===== config.mk =====
export PLATFORM = sky130hd
export DESIGN_NAME = ir_mark_space_modulator_unit
export DESIGN_NICKNAME = d
export VERILOG_FILES = /design/src/hdl/irmsm_pkg.sv /design/src/hdl/irmsm_engine.sv /design/src/hdl/irmsm_out_stage.sv /design/src/hdl/ir_mark_space_modulator_unit.sv
export SDC_FILE = /design/constraint.sdc
export NUM_CORES = 1
export LEC_CHECK = 0
export BUFFER_PORTS_ARGS = -buffer_cell sky130_fd_sc_hd__buf_2
export CAP_MARGIN = 30
export CORE_MARGIN = 2
export CORE_UTILIZATION = 29
export CTS_CLUSTER_DIAMETER = 150
export DETAILED_ROUTE_END_ITERATION = 8
export PLACE_DENSITY = 0.45
export SETUP_SLACK_MARGIN = 0.1
export SYNTH_ARGS = -nofsm -noshare
export SYNTH_HDL_FRONTEND = slang
export SYNTH_HIERARCHICAL = 1
export SYNTH_SLANG_ARGS = --single-unit

===== constraint.sdc =====
create_clock -name clk -period 7.5 [get_ports clk]
set_input_delay 1.5 -clock clk [delete_from_list [all_inputs] [get_ports clk]]
set_output_delay 1.5 -clock clk [all_outputs]
set_load 0.03 [all_outputs]

===== src/hdl/irmsm_pkg.sv =====
// ----------------------------------------------------------------------------
// irmsm_pkg
// Shared types and constants for the infrared mark/space modulator.
// ----------------------------------------------------------------------------
package irmsm_pkg;

  // default counter widths
  localparam int DURATION_BITS_DEF = 16;
  localparam int CARRIER_BITS_DEF  = 16;

  // configuration register widths
  localparam int RELOAD_W   = 16;
  localparam int PRESCALE_W = 8;
  localparam int CFG_IDX_W  = 2;
  localparam int CFG_DATA_W = 16;

  // configuration reset values
  localparam logic [RELOAD_W-1:0]   RELOAD_RST   = 16'd1262;
  localparam logic [PRESCALE_W-1:0] PRESCALE_RST = 8'd48;
  localparam logic                  INVERT_RST   = 1'b1;

  // register map
  typedef enum logic [CFG_IDX_W-1:0] {
    CFG_CARRIER_RELOAD = 2'd0,
    CFG_CYCLES_PER_US  = 2'd1,
    CFG_OUTPUT_INVERT  = 2'd2
  } cfg_idx_t;

  // request operation codes
  typedef enum logic {
    OP_TICK = 1'b0,
    OP_LOAD = 1'b1
  } op_t;

  // configuration seen by the engine
  typedef struct packed {
    logic [RELOAD_W-1:0]   carrier_reload;
    logic [PRESCALE_W-1:0] cycles_per_us;
    logic                  output_invert;
  } cfg_t;

  // one result
  typedef struct packed {
    logic ir_level;
    logic active;
    logic slot_free;
    logic done_res;
    logic underrun;
  } result_t;

endpackage


===== src/hdl/irmsm_engine.sv =====
// ----------------------------------------------------------------------------
// irmsm_engine
// Modulator state (carrier, prescaler, envelope, current and waiting pair)
// and the single-pass update that produces the result for each request.
// ----------------------------------------------------------------------------
module irmsm_engine
  import irmsm_pkg::*;
#(
  parameter int DURATION_BITS = DURATION_BITS_DEF,
  parameter int CARRIER_BITS  = CARRIER_BITS_DEF
) (
  input  logic                     clk,
  input  logic                     rst_n,
  input  logic                     accept,
  input  logic                     operation,
  input  logic [DURATION_BITS-1:0] mark_us,
  input  logic [DURATION_BITS-1:0] space_us,
  input  logic                     last_pair,
  input  cfg_t                     cfg,
  output result_t                  result
);

  localparam int ENV_W = DURATION_BITS + 1;

  logic [CARRIER_BITS-1:0]  car_r, car_nxt;
  logic [PRESCALE_W-1:0]    pre_r, pre_nxt;
  logic [ENV_W-1:0]         env_r, env_nxt, env_tick;
  logic [DURATION_BITS-1:0] cur_mark_r, cur_mark_nxt;
  logic [DURATION_BITS-1:0] cur_space_r, cur_space_nxt;
  logic                     cur_last_r, cur_last_nxt;
  logic [DURATION_BITS-1:0] pend_mark_r, pend_mark_nxt;
  logic [DURATION_BITS-1:0] pend_space_r, pend_space_nxt;
  logic                     pend_last_r, pend_last_nxt;
  logic                     pend_valid_r, pend_valid_nxt;
  logic                     running_r, running_nxt;
  logic                     done_nxt, under_nxt;
  logic [CARRIER_BITS-1:0]  reload_eff;
  logic [ENV_W-1:0]         pair_len;
  logic                     prescale_wrap;
  logic                     carrier_on;

  assign reload_eff    = CARRIER_BITS'(cfg.carrier_reload);
  assign pair_len      = {1'b0, cur_mark_r} + {1'b0, cur_space_r};
  assign prescale_wrap = ({1'b0, pre_r} + 9'd1) >= {1'b0, cfg.cycles_per_us};
  assign env_tick      = prescale_wrap ? env_r + 1'b1 : env_r;

  // next state
  always_comb begin
    car_nxt        = car_r;
    pre_nxt        = pre_r;
    env_nxt        = env_r;
    cur_mark_nxt   = cur_mark_r;
    cur_space_nxt  = cur_space_r;
    cur_last_nxt   = cur_last_r;
    pend_mark_nxt  = pend_mark_r;
    pend_space_nxt = pend_space_r;
    pend_last_nxt  = pend_last_r;
    pend_valid_nxt = pend_valid_r;
    running_nxt    = running_r;
    done_nxt       = 1'b0;
    under_nxt      = 1'b0;
    if (accept) begin
      if (operation == OP_LOAD) begin
        if (!running_r) begin
          // idle: start straight away with cleared counters
          cur_mark_nxt  = mark_us;
          cur_space_nxt = space_us;
          cur_last_nxt  = last_pair;
          env_nxt       = '0;
          car_nxt       = '0;
          pre_nxt       = '0;
          running_nxt   = 1'b1;
        end else if (!pend_valid_r) begin
          pend_mark_nxt  = mark_us;
          pend_space_nxt = space_us;
          pend_last_nxt  = last_pair;
          pend_valid_nxt = 1'b1;
        end
      end else if (running_r) begin
        // carrier wraps at reload
        car_nxt = (car_r >= reload_eff) ? '0 : car_r + 1'b1;
        pre_nxt = prescale_wrap ? '0 : pre_r + 1'b1;
        env_nxt = env_tick;
        // end of pair
        if (env_tick >= pair_len) begin
          if (cur_last_r) begin
            done_nxt       = 1'b1;
            running_nxt    = 1'b0;
            pend_valid_nxt = 1'b0;
          end else if (pend_valid_r) begin
            cur_mark_nxt   = pend_mark_r;
            cur_space_nxt  = pend_space_r;
            cur_last_nxt   = pend_last_r;
            env_nxt        = '0;
            pend_valid_nxt = 1'b0;
          end else begin
            under_nxt   = 1'b1;
            running_nxt = 1'b0;
          end
          if (!running_nxt) begin
            car_nxt = '0;
            pre_nxt = '0;
            env_nxt = '0;
          end
        end
      end
    end
  end

  // result from the updated state
  assign carrier_on = (env_nxt < {1'b0, cur_mark_nxt}) &&
                      (car_nxt < (reload_eff >> 2));

  always_comb begin
    result.ir_level  = running_nxt & (carrier_on ^ cfg.output_invert);
    result.active    = running_nxt;
    result.slot_free = ~pend_valid_nxt;
    result.done_res  = done_nxt;
    result.underrun  = under_nxt;
  end

  // control state
  always_ff @(posedge clk) begin
    if (!rst_n) begin
      car_r        <= '0;
      pre_r        <= '0;
      env_r        <= '0;
      cur_last_r   <= 1'b0;
      pend_valid_r <= 1'b0;
      running_r    <= 1'b0;
    end else begin
      car_r        <= car_nxt;
      pre_r        <= pre_nxt;
      env_r        <= env_nxt;
      cur_last_r   <= cur_last_nxt;
      pend_valid_r <= pend_valid_nxt;
      running_r    <= running_nxt;
    end
  end

  // pair payload
  always_ff @(posedge clk) begin
    cur_mark_r   <= cur_mark_nxt;
    cur_space_r  <= cur_space_nxt;
    pend_mark_r  <= pend_mark_nxt;
    pend_space_r <= pend_space_nxt;
    pend_last_r  <= pend_last_nxt;
  end

endmodule


===== src/hdl/irmsm_out_stage.sv =====
// ----------------------------------------------------------------------------
// irmsm_out_stage
// Result register with valid/stall handshake; frees up whenever the held
// result is taken in the same cycle.
// ----------------------------------------------------------------------------
module irmsm_out_stage
  import irmsm_pkg::*;
(
  input  logic    clk,
  input  logic    rst_n,
  input  logic    in_valid,
  output logic    in_stall,
  input  result_t result_in,
  output logic    out_valid,
  input  logic    out_stall,
  output result_t result_out
);

  logic    valid_r, valid_nxt;
  result_t result_r;
  logic    load;

  // hold off upstream only while a result is held and not taken
  assign in_stall = valid_r & out_stall;
  assign load     = in_valid & ~in_stall;

  always_comb begin
    valid_nxt = valid_r;
    if (load) begin
      valid_nxt = 1'b1;
    end else if (!out_stall) begin
      valid_nxt = 1'b0;
    end
  end

  always_ff @(posedge clk) begin
    if (!rst_n) begin
      valid_r <= 1'b0;
    end else begin
      valid_r <= valid_nxt;
    end
  end

  always_ff @(posedge clk) begin
    if (load) begin
      result_r <= result_in;
    end
  end

  assign out_valid  = valid_r;
  assign result_out = result_r;

endmodule


===== src/hdl/ir_mark_space_modulator_unit.sv =====
// ----------------------------------------------------------------------------
// ir_mark_space_modulator_unit
// Infrared transmit modulator: carrier at 25% duty during marks, low during
// spaces (inverted by output_invert), with a one-deep slot for the next pair.
// ----------------------------------------------------------------------------
// Every request (one clock tick or one pair load) is taken at once and its
// result appears in the result register on the next cycle, so a request can
// be accepted on every clock unless a held result is stalled. in_stall
// follows out_stall combinationally while a result is held; the only storage
// between the two sides is the one result register. The configuration port
// is always ready; write it only while no transmission is running.
module ir_mark_space_modulator_unit
  import irmsm_pkg::*;
#(
  parameter int DURATION_BITS = DURATION_BITS_DEF,
  parameter int CARRIER_BITS  = CARRIER_BITS_DEF
) (
  input  logic                     clk,
  input  logic                     rst_n,
  // request channel
  input  logic                     in_valid,
  output logic                     in_stall,
  input  logic                     in_operation,
  input  logic [DURATION_BITS-1:0] in_mark_us,
  input  logic [DURATION_BITS-1:0] in_space_us,
  input  logic                     in_last_pair,
  // result channel
  output logic                     out_valid,
  input  logic                     out_stall,
  output logic                     out_ir_level,
  output logic                     out_active,
  output logic                     out_slot_free,
  output logic                     out_done_res,
  output logic                     out_underrun,
  // configuration
  input  logic                     cfg_valid,
  output logic                     cfg_ready,
  input  logic [CFG_IDX_W-1:0]     cfg_index,
  input  logic [CFG_DATA_W-1:0]    cfg_wdata
);

  cfg_t    cfg_r;
  result_t eng_result;
  result_t out_result;
  logic    accept;

  // configuration registers
  assign cfg_ready = 1'b1;

  always_ff @(posedge clk) begin
    if (!rst_n) begin
      cfg_r.carrier_reload <= RELOAD_RST;
      cfg_r.cycles_per_us  <= PRESCALE_RST;
      cfg_r.output_invert  <= INVERT_RST;
    end else if (cfg_valid && cfg_ready) begin
      case (cfg_idx_t'(cfg_index))
        CFG_CARRIER_RELOAD: cfg_r.carrier_reload <= cfg_wdata[RELOAD_W-1:0];
        CFG_CYCLES_PER_US:  cfg_r.cycles_per_us  <= cfg_wdata[PRESCALE_W-1:0];
        CFG_OUTPUT_INVERT:  cfg_r.output_invert  <= cfg_wdata[0];
        default: ;
      endcase
    end
  end

  assign accept = in_valid & ~in_stall;

  irmsm_engine #(
    .DURATION_BITS (DURATION_BITS),
    .CARRIER_BITS  (CARRIER_BITS)
  ) u_engine (
    .clk       (clk),
    .rst_n     (rst_n),
    .accept    (accept),
    .operation (in_operation),
    .mark_us   (in_mark_us),
    .space_us  (in_space_us),
    .last_pair (in_last_pair),
    .cfg       (cfg_r),
    .result    (eng_result)
  );

  irmsm_out_stage u_out_stage (
    .clk        (clk),
    .rst_n      (rst_n),
    .in_valid   (in_valid),
    .in_stall   (in_stall),
    .result_in  (eng_result),
    .out_valid  (out_valid),
    .out_stall  (out_stall),
    .result_out (out_result)
  );

  assign out_ir_level  = out_result.ir_level;
  assign out_active    = out_result.active;
  assign out_slot_free = out_result.slot_free;
  assign out_done_res  = out_result.done_res;
  assign out_underrun  = out_result.underrun;

endmodule


==> results of run 1 <==
## per-layer routing
| metal | global-route usage | up-vias | share of wire |
|---|---|---|---|
| li1 | - | 3494 | - |
| met1 | 0.204 | 3184 | 0.52 |
| met2 | 0.219 | 86 | 0.44 |
| met3 | 0.0270 | 16 | 0.022 |
| met4 | 0.0434 | 0 | 0.012 |
| met5 | 0 | - | 0 |
## metrics by stage
step                       util  power [mW]  worst slack [ns]
after detailed placement  0.323        1.23            0.0665
after CTS                 0.344        2.15             0.100
final                     0.347        2.12             0.476
after floorplan               -        1.12             0.587
after global placement    0.322        1.23             0.183
after global routing      0.347        2.24            0.0603
## cells by family after synthesis
| family | Yosys count | share of synthesized area |
|---|---|---|
| compound gates | 218 | 0.174 |
| xor+xnor | 39 | 0.0389 |
| flops | 140 | 0.381 |
| simple gates | 291 | 0.176 |
| mux | 37 | 0.0446 |
| buf+inv | 110 | 0.0541 |
| fa+ha+maj | 91 | 0.131 |
| other cells | 1 | 0.000427 |
## area by class of cell
cell class | count | share of cell area
Clock buffer | 17 | 0.0413
Clock inverter | 15 | 0.0191
Inverter | 63 | 0.0229
Multi-Input combinational cell | 677 | 0.489
Sequential cell | 140 | 0.324
Tap cell | 390 | 0.0473
Timing Repair Buffer | 92 | 0.0564
## synth_stat cells, drive strengths merged, types with 24 or more instances
cell     n  area (sq um)
xnor2   24           210
and2    42           265
nand2   61           229
clkbuf  24          90.1
nor2    58           218
ha      89          1110
inv     63           236
nor2b   28           175
o21ai   48           240
dfxtp   86          1720
edfxtp  54          1620
nand3   25           125
a21oi   28           140
## final timing paths
check	endpoint	slack, ns	cells past startpoint	startpoint
worst max-delay path	u_out_stage/result_out[4]$_DFFE_PP_	0.48	37	u_engine/pre_r[0]$_SDFFE_PN0P_
worst min-delay path	cfg_r[17]$_SDFFE_PN0P_	0.46	2	cfg_r[17]$_SDFFE_PN0P_
worst max register to register	u_out_stage/result_out[4]$_DFFE_PP_	0.48	37	u_engine/pre_r[0]$_SDFFE_PN0P_
worst min register to register	cfg_r[17]$_SDFFE_PN0P_	0.46	2	cfg_r[17]$_SDFFE_PN0P_
## report_power, final
part / total [mW] / switching (mW) / internal [mW]
Combinational: 0.370 / 0.207 / 0.163
Clock: 0.904 / 0.348 / 0.556
Sequential: 0.851 / 0.0287 / 0.822
## sequential cells by signal, summed over array words and instances (netlist names), 5 cells and up
register                count
u_engine/cur_mark_r        16
u_engine/pend_space_r      16
u_engine/car_r             16
u_engine/cur_space_r       16
u_engine/pend_mark_r       16
cfg_r                      25
u_out_stage/result_out      5
u_engine/env_r             17
u_engine/pre_r              8
## critical path, delay by kind of cell (launching register included)
| family | cells | cell delay, ns |
|---|---|---|
| AOI/OAI and AO/OA | 16 | 2.70 |
| muxes | 1 | 0.17 |
| adders and majority gates | 4 | 1.15 |
| and+or+nand+nor | 11 | 1.72 |
| xor gates and xnor gates | 2 | 0.33 |
| DFF | 1 | 0.39 |
| buffers and inverters | 3 | 0.39 |
## repair_timing
item,in CTS,in global routing
gates cloned,0,0
endpoints found under the setup margin,1,1
gates resized for setup,2,21
buffers inserted,0,1
pin swaps,0,9
==> results.py, run 1 <==
metrics = {
    "status": {
        "outcome": "complete, no violations",
    },
    "sta": {
        "final-max-slew-violation-count": 0,
        "fin_hold_ws_ns": 0.457,
        "final-hold-violation-count": 0,
        "fin_crit_sh": 0.937,
        "fin_setup_tns_ns": 0,
        "final_period_minus_worst_setup_slack_ns": 7.02,
        "clock_skew_ns": 0.00934,
        "worst-slew-pin-transition_ns": 0.815,
        "max_clock_freq_mhz": 142,
        "max-slew-margin-rel": 0.457,
        "setup_viol": 0,
        "rsz0062_at_grt": "false",
    },
    "layout": {
        "fillers": 3031,
        "final_nets": 1138,
        "layout.cells.most_common_list": "sky130_fd_sc_hd__ha_1 (89), sky130_fd_sc_hd__dfxtp_1 (85), sky130_fd_sc_hd__inv_1 (63), sky130_fd_sc_hd__buf_2 (63), sky130_fd_sc_hd__nand2_1 (61)",
        "proportion_of_layout_cells_with_a_drive_suffix_above_1": 0.171,
        "layout_commonest_cell": "sky130_fd_sc_hd__ha_1",
        "finalNonFillerCells": 1394,
        "multi_input_comb_area_sq_mm": 0.00504,
        "area.growth.synth_to_final_pct": 17.5,
        "n_antenna_cell": 0,
        "area_of_all_placed_cells_without_fillers_sq_mm": 0.0103,
        "final-seq-area_sq_mm": 0.00334,
    },
    "critical_path": {
        "worst_ep_required_time_ns": 7.78,
        "critPathLaunchType": "register",
        "timing.critical_path.slowest_stage_cell": "sky130_fd_sc_hd__dfxtp_1",
        "critPathKind": "register to register",
        "cp_slowest_stage_delay_ns": 0.39,
        "worst-endpoint-arrival_ns": 7.30,
        "setup.worst_path.end_class": "register",
        "critical-path-top-cell-by-count": "sky130_fd_sc_hd__ha_1",
        "crit_fanout": 13,
    },
    "floorplan": {
        "boundaryPins": 65,
        "floorplan.die.height_um": 178,
        "start_util": 0.295,
        "num_rows": 63,
        "placeableCoreArea_sq_mm": 0.0297,
        "die_x_um": 178,
        "design.die.area_sq_mm": 0.0317,
    },
    "placement": {
        "hpwl_um": 16200,
        "placement.io_buffers": 63,
        "place.detailed.instances": 1361,
        "placedInstanceArea_sq_mm": 0.00959,
        "place_congestion": 0.794,
    },
    "detailed_routing": {
        "routed_via_density": 4.86,
        "detail_route.wirelength_um": 22100,
        "drt-pass1-iter-count": 5,
        "number_of_drc_violations_after_detailed_routing": 0,
        "final_antenna_net_count": 0,
        "detailroute.via_count": 6780,
        "route.detailed.wl_per_inst_um": 15.9,
        "drt_first_iter_violations": 385,
    },
    "grt": {
        "antenna_found_initial": 0,
        "via_count_of_the_first_global_routing_pass": 6453,
        "largest_net_degree_at_the_start_of_global_routing": 86,
        "groute.usage.overall": 0.144,
        "grt_first_pass_wirelength_um": 35300,
        "total_grt_overflow": 0,
    },
    "power_and_ir_drop": {
        "power_per_cell_area_mw_per_mm2": 206,
        "max-vdd-ir-drop_uv": 142,
        "total_leakage_power_nw": 4.45,
    },
    "clock_network": {
        "worst_skew_pair.late_latency_ns": 0.43,
        "postCtsHoldBufs": 0,
        "number_of_cts_inserted_buffers": 17,
        "cts_max_level": 4,
        "cts_tree": "built",
        "clock_tree.buffer_depth": 2,
        "clk_pin_slew_ns": 0.06,
        "tritoncts_num_sinks": 140,
        "cts-root-buf": "sky130_fd_sc_hd__clkbuf_16",
    },
    "synth": {
        "syn-cell-area_sq_mm": 0.00877,
        "ys_dominant_reg_cell": "sky130_fd_sc_hd__dfxtp_1",
        "yosys_register_bits": 140,
        "synth_cell_types": 68,
        "synth-edff-count": 54,
        "yosysWarningCount": 6,
        "async_reset_ff_frac": 0,
        "synth-seq-area-share": 0.381,
        "gate_count_of_the_mapped_netlist": 927,
        "syn_avg_cell_area_sq_um": 9.46,
        "syn_nets": 1074,
    },
    "flow_run": {
        "drv_cap": 0,
    },
    "min_path": {
        "worst_hold_path_type": "register to register",
    },
}
(Power assumes the default switching activity.)
==> run 2, diff against run 1 <==
--- a/config.mk
+++ b/config.mk
@@ -12,6 +12,7 @@
 export CTS_CLUSTER_DIAMETER = 150
 export DETAILED_ROUTE_END_ITERATION = 8
 export PLACE_DENSITY = 0.45
+export RECOVER_POWER = 25
 export SETUP_SLACK_MARGIN = 0.1
 export SYNTH_ARGS = -nofsm -noshare
 export SYNTH_HDL_FRONTEND = slang
==> run 2 against run 1 <==
  * The run now ends with max-capacitance violations, max-slew violations left
  * Clock skew down 0.0013 ns
  * Core utilization down 0.11 points
  * Count of clock-buffer cells in the layout unchanged
  * First-iteration DRC count up 7.5%
  * Via count down 0.29%
  * Cell count unchanged
  * Final area down 0.30%
  * Die area unchanged
  * Critical path type unchanged
  * Highest routed layer unchanged
==> results.py, run 2 (synthesis gave the netlist of run 1 again) <==
metrics = {
    "status": {
        "outcome": "complete, but fails checks",
        "failed_checks": "max-capacitance violations, max-slew violations",
    },
    "clock_network": {
        "cts_max_level": 4,
        "tritoncts_num_sinks": 140,
        "cts-root-buf": "sky130_fd_sc_hd__clkbuf_16",
        "clock_tree.buffer_depth": 2,
        "postCtsHoldBufs": 0,
        "cts_tree": "built",
        "clk_pin_slew_ns": 0.06,
        "number_of_cts_inserted_buffers": 17,
        "worst_skew_pair.late_latency_ns": 0.43,
    },
    "power_and_ir_drop": {
        "combPwrFrac": 0.173,
        "clkPwrFrac": 0.426,
        "sequentialPowerShare": 0.401,
        "max-vdd-ir-drop_uv": 143,
        "internal_power_mw": 1.54,
        "power_per_cell_area_mw_per_mm2": 207,
        "sw_power_mw": 0.584,
        "swShare": 0.275,
        "total_leakage_power_nw": 4.39,
    },
    "grt": {
        "largest_net_degree_at_the_start_of_global_routing": 86,
        "antenna_found_initial": 0,
        "total_grt_overflow": 0,
        "groute.usage.overall": 0.144,
        "via_count_of_the_first_global_routing_pass": 6453,
        "grt_first_pass_wirelength_um": 35300,
    },
    "sta": {
        "final-hold-violation-count": 0,
        "clock_skew_ns": 0.00803,
        "rsz0062_at_grt": "false",
        "final-max-slew-violation-count": 86,
        "setup_viol": 0,
        "max_clock_freq_mhz": 143,
        "max-slew-margin-rel": -1.24,
        "final_period_minus_worst_setup_slack_ns": 7.01,
        "fin_setup_tns_ns": 0,
        "fin_crit_sh": 0.934,
        "finalWorstSetupSlack_ns": 0.491,
        "worst-slew-pin-transition_ns": 3.36,
    },
    "detailed_routing": {
        "final_antenna_net_count": 0,
        "drt-pass1-iter-count": 5,
        "route.detailed.wl_per_inst_um": 15.8,
        "number_of_drc_violations_after_detailed_routing": 0,
        "drt_first_iter_violations": 414,
        "detail_route.wirelength_um": 22100,
        "routed_via_density": 4.85,
        "detailroute.via_count": 6760,
    },
    "floorplan": {
        "die_x_um": 178,
        "boundaryPins": 65,
        "num_rows": 63,
        "start_util": 0.295,
        "floorplan.die.height_um": 178,
        "design.die.area_sq_mm": 0.0317,
        "placeableCoreArea_sq_mm": 0.0297,
    },
    "min_path": {
        "hold_crit_start": "cfg_r[17]$_SDFFE_PN0P_",
        "min_path_cells": 2,
        "worst_hold_path_type": "register to register",
        "holdPathEnd": "cfg_r[17]$_SDFFE_PN0P_",
    },
    "critical_path": {
        "crit_fanout": 13,
        "timing.critical_path.slowest_stage_cell": "sky130_fd_sc_hd__dfxtp_1",
        "cp_slowest_stage_delay_ns": 0.39,
        "worst_ep_required_time_ns": 7.78,
        "timing.critical_path.depth": 37,
        "setup.worst_path.end_class": "register",
        "worst_path_dominant_cell_family": "compound AO/OA/AOI/OAI gates",
        "critical-path-top-cell-by-count": "sky130_fd_sc_hd__ha_1",
        "r2r_start": "u_engine/pre_r[0]$_SDFFE_PN0P_",
        "critPathBufInv": 3,
        "ff2ff_setup_slack_ns": 0.49,
        "reg2reg_depth": 37,
        "critical_path.reg2reg.endpoint": "u_out_stage/result_out[4]$_DFFE_PP_",
        "critPathLaunchType": "register",
        "worst-endpoint-arrival_ns": 7.29,
        "critPathKind": "register to register",
    },
    "placement": {
        "hpwl_um": 16200,
        "placement.io_buffers": 63,
        "place_ws_ns": 0.0665,
        "place_congestion": 0.794,
    },
    "layout": {
        "most_flops_register": "cfg_r",
        "largest_register_ff_count": 25,
        "n_antenna_cell": 0,
        "final_nets": 1138,
        "biggestRegsByFlops": "cfg_r: 25 flops, u_engine/env_r: 17 flops",
        "layout.cells.most_common_list": "sky130_fd_sc_hd__ha_1 (89), sky130_fd_sc_hd__dfxtp_1 (85), sky130_fd_sc_hd__inv_1 (63)",
        "proportion_of_layout_cells_with_a_drive_suffix_above_1": 0.149,
        "fillers": 3038,
        "layout_commonest_cell": "sky130_fd_sc_hd__ha_1",
        "area.growth.synth_to_final_pct": 17.2,
    },
    "flow_run": {
        "drv_cap": 1,
    },
}
## run 2: through the flow
step,hold slack [ns],utilization,total power [mW],cell area (sq um),instances
finish,0.459,0.346,2.12,10300,1394
global route,0.486,0.346,2.24,10300,1394
CTS,0.461,0.344,2.15,10200,1393
detailed placement,0.452,0.323,1.23,9590,1361
global placement,0.444,0.322,1.23,9560,1359
floorplan,0.435,-,1.12,8770,927
## run 2: how the worst max path moves through the flow
stage / startpoint / end / slack (ns)
floorplan: u_engine/pre_r[0]$_SDFFE_PN0P_ / u_out_stage/result_out[4]$_DFFE_PP_ / 0.59
global placement: u_engine/cur_space_r[0]$_DFFE_PP_ / u_out_stage/result_out[4]$_DFFE_PP_ / 0.18
detailed placement: u_engine/cur_space_r[0]$_DFFE_PP_ / u_out_stage/result_out[4]$_DFFE_PP_ / 0.07
CTS: u_engine/cur_space_r[0]$_DFFE_PP_ / u_out_stage/result_out[4]$_DFFE_PP_ / 0.10
global route: u_engine/pre_r[0]$_SDFFE_PN0P_ / u_out_stage/result_out[4]$_DFFE_PP_ / 0.06
finish: u_engine/pre_r[0]$_SDFFE_PN0P_ / u_out_stage/result_out[4]$_DFFE_PP_ / 0.49
## run 2: layout make-up
cell class / instances / area (sq um) / share of cell area
clock buffer: 17 / 425 / 0.0414
timing repair buffer: 92 / 553 / 0.0538
tap: 390 / 488 / 0.0475
multi-input combinational: 677 / 5040 / 0.490
inverter: 63 / 236 / 0.0230
clock inverter: 15 / 196 / 0.0191
sequential: 140 / 3340 / 0.325
## run 2: per-layer routing
layer	vias up	GRT usage	wire length, um
met3	20	0.0270	533
met4	0	0.0434	291
met5	-	0	0
met2	85	0.219	9800
li1	3489	-	-
met1	3166	0.204	11400
## run 2: power by group through the flow
stage,Clock [mW],Combinational [mW],Sequential (mW)
finish,0.905,0.368,0.851
global route,0.967,0.417,0.855
CTS,0.933,0.368,0.850
detailed placement,0,0.364,0.866
global placement,0,0.363,0.866
floorplan,0,0.262,0.861
## run 2: worst reg2reg max path, delay by kind of cell, from the launching register on
kind	cells	cell delay, ns
fa+ha+maj	4	1.15
xor+xnor	2	0.33
compound gates	16	2.71
flops	1	0.39
mux	1	0.17
simple gates	11	1.72
buf+inv	3	0.39
## run 2: repair_timing
action	CTS	global route
resized for setup	2	21
pin swaps	0	9
setup buffers	0	1
endpoints found under the setup margin	1	1
